### src/design/cdd_pkg.sv
// ----------------------------------------------------------------------------
// cdd_pkg : shared types and calendar helpers
// Date-and-time record, month lengths and the Gregorian leap test.
// ----------------------------------------------------------------------------
`default_nettype none

package cdd_pkg;

    // Broken-down date and time; field order gives the lexicographic key.
    typedef struct packed {
        logic [11:0] year;    // years since 1900
        logic [3:0]  month;   // 0 is January
        logic [4:0]  day;
        logic [4:0]  hour;
        logic [5:0]  minute;
        logic [5:0]  second;
    } t_ts;

    localparam logic [10:0] YEAR_BASE    = 11'd1900;
    localparam logic [3:0]  MONTH_JAN    = 4'd0;
    localparam logic [3:0]  MONTH_FEB    = 4'd1;
    localparam logic [3:0]  MONTH_DEC    = 4'd11;
    localparam logic [3:0]  MONTH_LIMIT  = 4'd12;
    localparam logic [7:0]  SEC_WRAP     = 8'd60;
    localparam logic [7:0]  MIN_WRAP     = 8'd60;
    localparam logic [7:0]  HOUR_WRAP    = 8'd24;
    localparam logic [7:0]  MONTH_WRAP   = 8'd12;

    // floor(y / 25) for y below 6400 is (y * RECIP_25) >> RECIP_SHIFT; the
    // quotient is kept to 8 bits.
    localparam logic [12:0] RECIP_25     = 13'd5243;
    localparam int          RECIP_SHIFT  = 17;

    // True when the full year y (up to 6399) is a Gregorian leap year.
    // Divisible by 100 means by 4 and by 25; by 400 means by 16 and by 25.
    function automatic logic is_leap(input logic [12:0] y);
        logic [25:0] prod;
        logic [7:0]  quo;
        logic [12:0] back;
        logic        by25;
        prod = 26'(y) * 26'(RECIP_25);
        quo  = prod[RECIP_SHIFT +: 8];
        back = (13'(quo) << 4) + (13'(quo) << 3) + 13'(quo);
        by25 = (back == y);
        return ((y[1:0] == 2'b00) && !by25) || ((y[3:0] == 4'b0000) && by25);
    endfunction

    // Length of 0-based month m (0..11); February follows leap.
    function automatic logic [4:0] month_days(input logic [3:0] m, input logic leap);
        logic [4:0] len;
        case (m)
            4'd1:                     len = leap ? 5'd29 : 5'd28;
            4'd3, 4'd5, 4'd8, 4'd10:  len = 5'd30;
            default:                  len = 5'd31;
        endcase
        return len;
    endfunction

endpackage

`default_nettype wire

### src/design/calendar_date_difference.sv
// ----------------------------------------------------------------------------
// calendar_date_difference : signed calendar difference of two timestamps
// Two-stage valid/ready pipeline: input register, borrow chain, result
// register.
// ----------------------------------------------------------------------------
// Usage
//   Input channel : i_valid / o_ready carry one beat holding a start and an
//                   end timestamp (year since 1900, 0-based month, day, hour,
//                   minute, second).
//   Output channel: o_valid / i_ready carry one result beat per input beat:
//                   years, months, days, hours, minutes, seconds, each two's
//                   complement, negated as a set when the start is later.
//   Path          : an accepted beat passes the input register, then the
//                   result register; o_valid rises when the result register
//                   is loaded.
//   Throughput    : a new beat enters every cycle while results are taken;
//                   the whole borrow chain plus one small constant multiply
//                   for the leap test sits between the two registers.
//   Stall         : a held result keeps its register; the input register keeps
//                   accepting until it is full and cannot drain, then o_ready
//                   drops. Nothing is lost or repeated.
//   Reset         : i_rst_n low (synchronous) empties both stages; no
//                   configuration and no stored state besides the pipeline.
// ----------------------------------------------------------------------------
`default_nettype none

module calendar_date_difference (
    input  wire logic               i_clk,
    input  wire logic               i_rst_n,
    // input channel
    input  wire logic               i_valid,
    output logic                    o_ready,
    input  wire logic [11:0]        i_start_year,
    input  wire logic [3:0]         i_start_month,
    input  wire logic [4:0]         i_start_day,
    input  wire logic [4:0]         i_start_hour,
    input  wire logic [5:0]         i_start_minute,
    input  wire logic [5:0]         i_start_second,
    input  wire logic [11:0]        i_end_year,
    input  wire logic [3:0]         i_end_month,
    input  wire logic [4:0]         i_end_day,
    input  wire logic [4:0]         i_end_hour,
    input  wire logic [5:0]         i_end_minute,
    input  wire logic [5:0]         i_end_second,
    // output channel
    output logic                    o_valid,
    input  wire logic               i_ready,
    output logic signed [12:0]      o_diff_years,
    output logic signed [4:0]       o_diff_months,
    output logic signed [5:0]       o_diff_days,
    output logic signed [5:0]       o_diff_hours,
    output logic signed [6:0]       o_diff_minutes,
    output logic signed [6:0]       o_diff_seconds
);

    // ---------------------------------------------------------------- control
    logic r_s1_valid;
    logic r_o_valid;
    logic s1_move;   // stage 1 beat moves into the result register
    logic in_take;   // input beat accepted

    assign s1_move = r_s1_valid && (!r_o_valid || i_ready);
    assign o_ready = !r_s1_valid || s1_move;
    assign in_take = i_valid && o_ready;
    assign o_valid = r_o_valid;

    always_ff @(posedge i_clk) begin
        if (!i_rst_n) begin
            r_s1_valid <= 1'b0;
            r_o_valid  <= 1'b0;
        end else begin
            r_s1_valid <= in_take || (r_s1_valid && !s1_move);
            r_o_valid  <= s1_move || (r_o_valid && !i_ready);
        end
    end

    // ---------------------------------------------------------- input register
    cdd_pkg::t_ts r_start;
    cdd_pkg::t_ts r_end;

    always_ff @(posedge i_clk) begin
        if (in_take) begin
            r_start <= '{year: i_start_year, month: i_start_month, day: i_start_day,
                         hour: i_start_hour, minute: i_start_minute,
                         second: i_start_second};
            r_end   <= '{year: i_end_year, month: i_end_month, day: i_end_day,
                         hour: i_end_hour, minute: i_end_minute,
                         second: i_end_second};
        end
    end

    // ------------------------------------------------------------ borrow chain
    logic         rev;        // start later than end: swap, negate at the end
    cdd_pkg::t_ts lo;
    cdd_pkg::t_ts hi;
    logic [7:0]   sec0, min0, hour0, day0, mon0;
    logic [7:0]   sec1, min1, hour1, day1, mon1;
    logic [13:0]  yr1;
    logic [3:0]   prev_mon;   // month before the later timestamp's month, 0..11
    logic [12:0]  full_year;
    logic [4:0]   prev_len;
    logic [7:0]   n_sec, n_min, n_hour, n_day, n_mon;
    logic [13:0]  n_yr;

    // The packed record compares field by field, most significant first.
    assign rev = (r_start > r_end);
    assign lo  = rev ? r_end   : r_start;
    assign hi  = rev ? r_start : r_end;

    // Borrow month: December before January, December for a month code
    // beyond the year. Only February needs the year, and then the later
    // timestamp's year is used as it stands.
    always_comb begin
        if (hi.month == cdd_pkg::MONTH_JAN || hi.month > cdd_pkg::MONTH_LIMIT) begin
            prev_mon = cdd_pkg::MONTH_DEC;
        end else begin
            prev_mon = hi.month - 4'd1;
        end
    end

    assign full_year = 13'(hi.year) + 13'(cdd_pkg::YEAR_BASE);
    assign prev_len  = cdd_pkg::month_days(prev_mon, cdd_pkg::is_leap(full_year));

    // Seconds up to years; each sign bit is the borrow into the next field.
    assign sec0  = 8'(hi.second) - 8'(lo.second);
    assign sec1  = sec0[7] ? sec0 + cdd_pkg::SEC_WRAP : sec0;

    assign min0  = 8'(hi.minute) - 8'(lo.minute) - 8'(sec0[7]);
    assign min1  = min0[7] ? min0 + cdd_pkg::MIN_WRAP : min0;

    assign hour0 = 8'(hi.hour) - 8'(lo.hour) - 8'(min0[7]);
    assign hour1 = hour0[7] ? hour0 + cdd_pkg::HOUR_WRAP : hour0;

    // Single borrow from the month: the day count may stay negative.
    assign day0  = 8'(hi.day) - 8'(lo.day) - 8'(hour0[7]);
    assign day1  = day0[7] ? day0 + 8'(prev_len) : day0;

    assign mon0  = 8'(hi.month) - 8'(lo.month) - 8'(day0[7]);
    assign mon1  = mon0[7] ? mon0 + cdd_pkg::MONTH_WRAP : mon0;

    assign yr1   = 14'(hi.year) - 14'(lo.year) - 14'(mon0[7]);

    assign n_sec  = rev ? -sec1  : sec1;
    assign n_min  = rev ? -min1  : min1;
    assign n_hour = rev ? -hour1 : hour1;
    assign n_day  = rev ? -day1  : day1;
    assign n_mon  = rev ? -mon1  : mon1;
    assign n_yr   = rev ? -yr1   : yr1;

    // --------------------------------------------------------- result register
    logic [12:0] r_yr;
    logic [4:0]  r_mon;
    logic [5:0]  r_day;
    logic [5:0]  r_hour;
    logic [6:0]  r_min;
    logic [6:0]  r_sec;

    always_ff @(posedge i_clk) begin
        if (s1_move) begin
            r_yr   <= n_yr[12:0];
            r_mon  <= n_mon[4:0];
            r_day  <= n_day[5:0];
            r_hour <= n_hour[5:0];
            r_min  <= n_min[6:0];
            r_sec  <= n_sec[6:0];
        end
    end

    assign o_diff_years   = $signed(r_yr);
    assign o_diff_months  = $signed(r_mon);
    assign o_diff_days    = $signed(r_day);
    assign o_diff_hours   = $signed(r_hour);
    assign o_diff_minutes = $signed(r_min);
    assign o_diff_seconds = $signed(r_sec);

    // -------------------------------------------------------------- assertions
    // An accepted beat always lands in stage 1.
    a_take_fills: assert property (@(posedge i_clk) disable iff (!i_rst_n)
        in_take |=> r_s1_valid)
        else $error("accepted beat missing from stage 1");

    // A beat leaving stage 1 always shows up as a result.
    a_move_shows: assert property (@(posedge i_clk) disable iff (!i_rst_n)
        s1_move |=> o_valid)
        else $error("stage 1 beat lost on its way to the result register");

    // A full stage 1 that cannot drain must hold off the sender.
    a_backpressure: assert property (@(posedge i_clk) disable iff (!i_rst_n)
        (r_s1_valid && r_o_valid && !i_ready) |-> !o_ready)
        else $error("input accepted while both stages are blocked");

    // With the end not before the start, the year count never goes negative.
    a_year_sign: assert property (@(posedge i_clk) disable iff (!i_rst_n)
        (r_s1_valid && !rev) |-> !yr1[13])
        else $error("negative years for an ordered pair");

endmodule

`default_nettype wire
### config.mk
export PLATFORM = sky130hd
export DESIGN_NAME = calendar_date_difference
export DESIGN_NICKNAME = d
export VERILOG_FILES = /design/src/design/cdd_pkg.sv /design/src/design/calendar_date_difference.sv
export SDC_FILE = /design/constraint.sdc
export NUM_CORES = 1
export LEC_CHECK = 0
export BUFFER_PORTS_ARGS = -buffer_cell sky130_fd_sc_hd__buf_2
export CAP_MARGIN = 20
export CORE_UTILIZATION = 35
export DETAILED_ROUTE_END_ITERATION = 8
export GPL_TIMING_DRIVEN = 0
export PLACE_DENSITY_LB_ADDON = 0.3
export SLEW_MARGIN = 20
export SYNTH_ARGS = -nofsm -noshare
export SYNTH_HDL_FRONTEND = slang
export SYNTH_SLANG_ARGS = --single-unit
### constraint.sdc
create_clock -name i_clk -period 38.1 [get_ports i_clk]
set_input_delay 3.81 -clock i_clk [delete_from_list [all_inputs] [get_ports i_clk]]
set_output_delay 3.81 -clock i_clk [all_outputs]
set_load 0.02 [all_outputs]
# [Word-level counts from Yosys, hierarchy flattened]
# Cells that the tools add are included.
[word_totals] register_bits=122 input_bits=80 out_inout_bits=46 word_cells=92
[classes] muxes=16 magnitude_cmp=2 n_addsub=26 reduce_logical=21 mul=1 eq_ne=6
[ops] op="two-way mux 38 bit" n=2
[ops] op="greater-than comparator 38 bit" n=1
[ops] op="two-way mux 7 bit" n=4
[ops] op="multiplier 13 x 13 -> 25 bit, second input constant" n=1
[ops] op="two-way mux 6 bit" n=4
[ops] op="negation 7 bit" n=2
[ops] op="subtractor 6 x 2 -> 7 bit" n=2
[ops] op="subtractor 6 x 6 -> 7 bit" n=2
[ops] op="adder 12 x 11 -> 13 bit" n=1
[ops] op="adder 12 x 11 -> 13 bit, second input constant" n=1
[ops] op="adder 13 x 8 -> 13 bit" n=1
[ops] op="equality test 13 bit" n=1
[ops] op="two-way mux 13 bit" n=1
[ops] op="negation 13 bit" n=1
[ops] op="subtractor 12 x 12 -> 13 bit" n=1
[ops] op="subtractor 13 x 2 -> 13 bit" n=1
[ops] op="negation 6 bit" n=2
[ops] op="subtractor 5 x 5 -> 6 bit" n=2
[ops] op="two-way mux 5 bit" n=2
[ops] op="equality test 4 bit, second input constant" n=2
[ops] op="logical NOT 4 bit" n=2
[ops] op="subtractor 7 x 2 -> 8 bit" n=1
[ops] op="adder 7 x 6 -> 7 bit, second input constant" n=1
[ops] op="adder 7 bit, second input constant" n=1
[ops] op="19 further kinds" n=33

# [Depth between registers and ports, before layout]
[depth] ltp_word=16 mapped_depth=65 mapped_depth_nobuf=59

# [Least setup slack after synthesis]
# No wires, ideal clock.
[synth_path] kind="flip-flop to flip-flop" start="register r_start[31] (netlist bit)" end="register r_day[4] (netlist: o_diff_days[4]) (data pin)" t_required_ns=37.840 stages_incl_launch_ff=61 arrival_ns=13.114 setup_ns=0.260 slack_ns=24.725 n_path_buf=5 period_less_slack_ns=13.375 cell_sequence="edfxtp_1 > ha_1 > nand4_1 > or4_4 > or2_4 > o22a_1 > buf_6 > a21oi_4 > buf_6 > buf_4 > buf_4 > clkbuf_1 > mux2i_1 > ha_1 > inv_1 > a21oi_1 > nor3_1 > o21ai_0 > [25 not listed] > a21o_1 > a21oi_1 > o21bai_1 > a21oi_1 > o21bai_1 > a21oi_1 > xor2_1 > xnor2_1 > o2111ai_1 > nor4_1 > o21ai_1 > ha_1 > inv_1 > fa_1 > mux2_2 > ha_1 > a31oi_1 > xnor2_1"
[synth_between] elab_chain_len=16 word_cells_on_any_way=38 cone_classes="add/sub: 13; mul: 1; order compare: 2; eq/ne: 6; mux: 7; reduce/logical: 9"
[synth_rtl] item="start, declared" line="calendar_date_difference.sv:78" source="cdd_pkg::t_ts r_start;"
[synth_rtl] item="start signal, assigned" line="calendar_date_difference.sv:83" source="r_start <= '{year: i_start_year, month: i_start_month, day: i_start_day,"
[synth_rtl] item="greater-than comparator 38 bit" line="calendar_date_difference.sv:106" source="assign rev = (r_start > r_end);"
[synth_rtl] item="two-way mux 38 bit" line="calendar_date_difference.sv:108" source="assign hi = rev ? r_start : r_end;"
[synth_rtl] item="adder 12 x 11 -> 13 bit" line="calendar_date_difference.sv:121" source="assign full_year = 13'(hi.year) + 13'(cdd_pkg::YEAR_BASE);"
[synth_rtl] item="multiplier 13 x 13 -> 25 bit" line="cdd_pkg.sv:41" source="prod = 26'(y) * 26'(RECIP_25);"
[synth_rtl] item="adder 12 x 11 -> 13 bit" line="cdd_pkg.sv:43" source="back = (13'(quo) << 4) + (13'(quo) << 3) + 13'(quo);"
[synth_rtl] item="adder 13 x 8 -> 13 bit" line="cdd_pkg.sv:43"
[synth_rtl] item="equality test 13 bit" line="cdd_pkg.sv:44" source="by25 = (back == y);"
[synth_rtl] item="logical NOT 1 bit" line="cdd_pkg.sv:45" source="return ((y[1:0] == 2'b00) && !by25) || ((y[3:0] == 4'b0000) && by25);"
[synth_rtl] item="logical AND 1 bit" line="cdd_pkg.sv:45"
[synth_rtl] item="logical OR 1 bit" line="cdd_pkg.sv:45"
[synth_rtl] item="two-way mux 1 bit" line="cdd_pkg.sv:52" source="4'd1: len = leap ? 5'd29 : 5'd28;"
[synth_rtl] item="case mux 2 bit (2 select lines)" line="cdd_pkg.sv:51" source="case (m)"
[synth_rtl] item="adder 6 bit" line="calendar_date_difference.sv:136" source="assign day1 = day0[7] ? day0 + 8'(prev_len) : day0;"
[synth_rtl] item="two-way mux 6 bit" line="calendar_date_difference.sv:136"
[synth_rtl] item="negation 6 bit" line="calendar_date_difference.sv:146" source="assign n_day = rev ? -day1 : day1;"
[synth_rtl] item="two-way mux 6 bit (*)" line="calendar_date_difference.sv:146"
[synth_rtl] item="net n_day[4]" line="calendar_date_difference.sv:102" source="logic [7:0] n_sec, n_min, n_hour, n_day, n_mon;"
[synth_rtl] item="end signal, assigned" line="calendar_date_difference.sv:162" source="r_day <= n_day[5:0];"
[synth_rtl] item="end, declared" line="calendar_date_difference.sv:153" source="logic [5:0] r_day;"
# Mark *: on every way through the listed nets, which the timed path passes. The rest lies on a longest branch.
# A chain may end at the register's enable or synchronous reset.

# [Worst setup path in the final report]
[layout_path] start="register r_start[9] (netlist bit)" end="register r_day[5] (netlist: o_diff_days[5]) (data pin)"
# The elaborated chain is that of the path after synthesis.

==> results.md <==
- Postcts setup bufs: 0
- Vias in the first global route: 10810
- Chip Width: around 200 um
- Worst setup margin: 21.05 ns
- Ys async rst share: 0%
- Mapped Nets: 1747
- DRT antenna net count: 0
- Antenna Cells: 0
- Syn Area/Cell: approximately 9.5 um2
- Core area: 37930 um2
- Hold Path Sink: o_valid$_SDFF_PN0_
- Netlist cell types: slightly above 100
- Fin crit share: 44.76%
- Post-Synth Simple-Gate Area: 13.85%
- RSZ-0062 raised after global routing: no
- Initial antenna violation count: 0
- CP peak stage delay: 0.79 ns
- Nets: 1893
- Setup crit start kind: flop
- Hold Crit Start: r_s1_valid$_SDFF_PN0_
- DP Wirelength: 28700 um
- Clock root buffer: clkbuf_16
- Largest family of logic cells by synthesized area: adder cells
- Max_cap viols: 0
- Crit path top cell by count: ha_1
- Max FO, Critical Path: 10
- Setup Skew: 0.01251 ns
- Initial core utilization: 35.79%
- Post-synthesis mux area share: 2.249%
- Final Wtd Congestion: 0.8926
- Post-CTS sizing: 0
- Cells after synthesis: ~1400
- Drt pass-1 iters: 5
- Fraction of the mapped netlist area in adder cells: 24.91%
- DIE AREA: between 30000 and 40000 um2
- Ys flop type: edfxtp_1
- Port Buffers: around 130
- Worst-Margin Slew: around 1.0 ns
- Tmin final: between 15 and 20 ns
- Status: finished clean
- Hold depth: 1
- Cts bufs inserted: 17
- CTS H-tree lvls: 4
- GRT overflow: 0
- Setup Viol. Count Final: 0
- Cell area after synthesis: 13570 um2
- Final hold viol count: 0
- R2r endpoint: o_diff_days[5]$_DFFE_PP_
- Area contributors post-synth: edfxtp_1 27%, ha_1 16%, fa_1 8.4%
- CTS clock-pin slew for the worst setup and hold paths: around 0.060 ns
- Worst setup path class: flop to flop
- Top Ports: 126
- DR DRC count: 0
- Final setup TNS: 0 ns
- Slowest cell on crit path: mux2i_1
- Critical Path AT: 17.23 ns
- Crit path capture type: flop
- First-pass GRT wire length: 57170 um
- Type of the worst min-delay path: flop to flop
- CTS Hold Buffers Added: 0
- Pin count of the biggest net entering global routing: 48
- Initial drt markers: around 670
- Fmax: 58.64 MHz
- Sequential Area: between 3000 and 4000 um2
- Multi-input logic area: 8954 um2
- WL final: 35220 um
- Xor and xnor fraction of the mapped netlist area: 7.826%
- Clk Latency, worst-skew pair: 0.44 ns
- Most common cell after layout, fill and taps aside: inv_1
- Via count: roughly 11000
- CTS tree: built
- Vias/cell: a little over 5
- Sequential cell area fraction in the yosys report: 26.84%
- Number of synthesized flops with an enable pin: 120
- Critical Path RT: about 38 ns
- Worst slack at placement: 20.94 ns
- Share of cells above drive strength 1: 15.09%
- Sink Count: 122
- FILL cells: approximately 3700
- Bufs on Longest Clock Path: 2
- Register-to-Register Path Depth: 61
- Worst flop-to-flop path startpoint: r_start[9]$_DFFE_PP_
- Fin. max-slew vios: 0
- Most area-hungry cell type in the Yosys netlist: edfxtp_1
- Area growth, synth to finish: 14.31%
- Compound-cell area share of the yosys netlist: between 10% and 20%
- Die Y-Extent: just under 200 um
- Final Util: between 40% and 50%
- Yosys warnings: 0
- Reg-to-reg setup timing slack: 21.05 ns
- WL per Instance: approximately 17 um
- Rows: 71
- Hold_ws: 0.5347 ns
- Top cell type's share of synthesized area: 26.55%
- Rel. slew slack: 28.51%
- Yosys reg bits: 122
- Most frequent cells in the layout: 217 x inv_1, 179 x ha_1, 135 x buf_2, 120 x edfxtp_1, 85 x xnor2_1
- Overall Global Routing Usage: 18.86%
## critical path, delay by kind of cell (launching register included)
kind	cells	cell delay (ns)
AOI/OAI and AO/OA	25	6.37
muxes	1	0.79
DFF	1	0.45
xor gates and xnor gates	5	1.00
adders and majority gates	11	3.77
and+or+nand+nor	6	1.87
buffers and inverters	13	2.49
## cells in the mapped netlist (4+ instances only)
cell type  instances
a2111oi_4          4
a211oi_1          18
a21o_1            20
a21oi_1           78
a221oi_1           4
a22oi_1            4
a31oi_1           16
and2_1            13
and3_1            20
buf_2             10
clkbuf_1          13
edfxtp_1         120
fa_1              57
ha_1             179
inv_1            217
mux2_2             6
mux2i_1           20
nand2_1           77
nand2b_1          13
nand3_1           22
nand3b_1           4
nand4_1           18
nor2_1            78
nor2b_1           21
nor3_1            33
nor3_2             5
nor4_1            12
o2111a_1           4
o211ai_1          13
o21a_1            12
o21ai_0           45
o21ai_1            9
o21bai_1          12
o22ai_1            7
o311ai_0           4
o31a_1             4
o31ai_1            8
or2_2              8
or3_1             10
xnor2_1           85
xor2_1            27
## area by class of cell
type | count | area share [%]
Multi-Input combinational cell | 1058 | 57.71
Buffer | 33 | 1.089
Sequential cell | 122 | 23.48
Clock inverter | 15 | 1.298
Tap cell | 511 | 4.121
Clock buffer | 17 | 2.742
Timing Repair Buffer | 127 | 4.290
Inverter | 218 | 5.274
## metal layers
layer / routed length [um] / part of all wire, % / track usage (%) / vias to the layer above
met5: 0 / 0 / 0 / -
met4: 843 / 2.4 / 6.496 / 0
met3: 1604 / 4.6 / 2.933 / 37
met2: 16250 / 46 / 31.13 / 256
met1: 16520 / 47 / 24.95 / 5019
li1: - / - / - / 5390
## cells by family (layout without fill, tap and decap cells)
| logic type | count (synthesis) | count (layout) |
|---|---|---|
| buffers and inverters | 251 | 410 |
| XOR/XNOR | 117 | 117 |
| multiplexers | 28 | 28 |
| AND/OR/NAND/NOR | 359 | 359 |
| AO/OA/AOI/OAI | 318 | 318 |
| adder cells (fa/ha/maj) | 236 | 236 |
| flip-flops | 122 | 122 |
## worst max-delay path by stage
stage,startpoint,to,cells past startpoint
floorplan,r_start[31]$_DFFE_PP_,o_diff_days[4]$_DFFE_PP_,60
global route,r_start[20]$_DFFE_PP_,o_diff_days[5]$_DFFE_PP_,62
detailed placement,r_start[9]$_DFFE_PP_,o_diff_days[5]$_DFFE_PP_,61
finish,r_start[9]$_DFFE_PP_,o_diff_days[5]$_DFFE_PP_,61
global placement,r_end[33]$_DFFE_PP_,o_diff_days[5]$_DFFE_PP_,61
CTS,r_start[9]$_DFFE_PP_,o_diff_days[5]$_DFFE_PP_,61
## registers in the layout, summed over array words and instances (netlist names)
name            cells
o_diff_hours        6
o_diff_seconds      7
o_diff_minutes      7
o_diff_days         6
r_start            38
r_end              38
o_valid             1
o_diff_years       13
o_diff_months       5
r_s1_valid          1
## metrics by stage
stage	instances	instance area, um2
6_report	2101	15520
5_1_grt	2101	15520
4_1_cts	2101	15520
3_5_place_dp	2069	14890
3_3_place_gp	2067	14840
2_1_floorplan	1431	13570
Power is not shown: default switching activity piles up to over one toggle a cycle in this logic, so the estimate is an artifact.
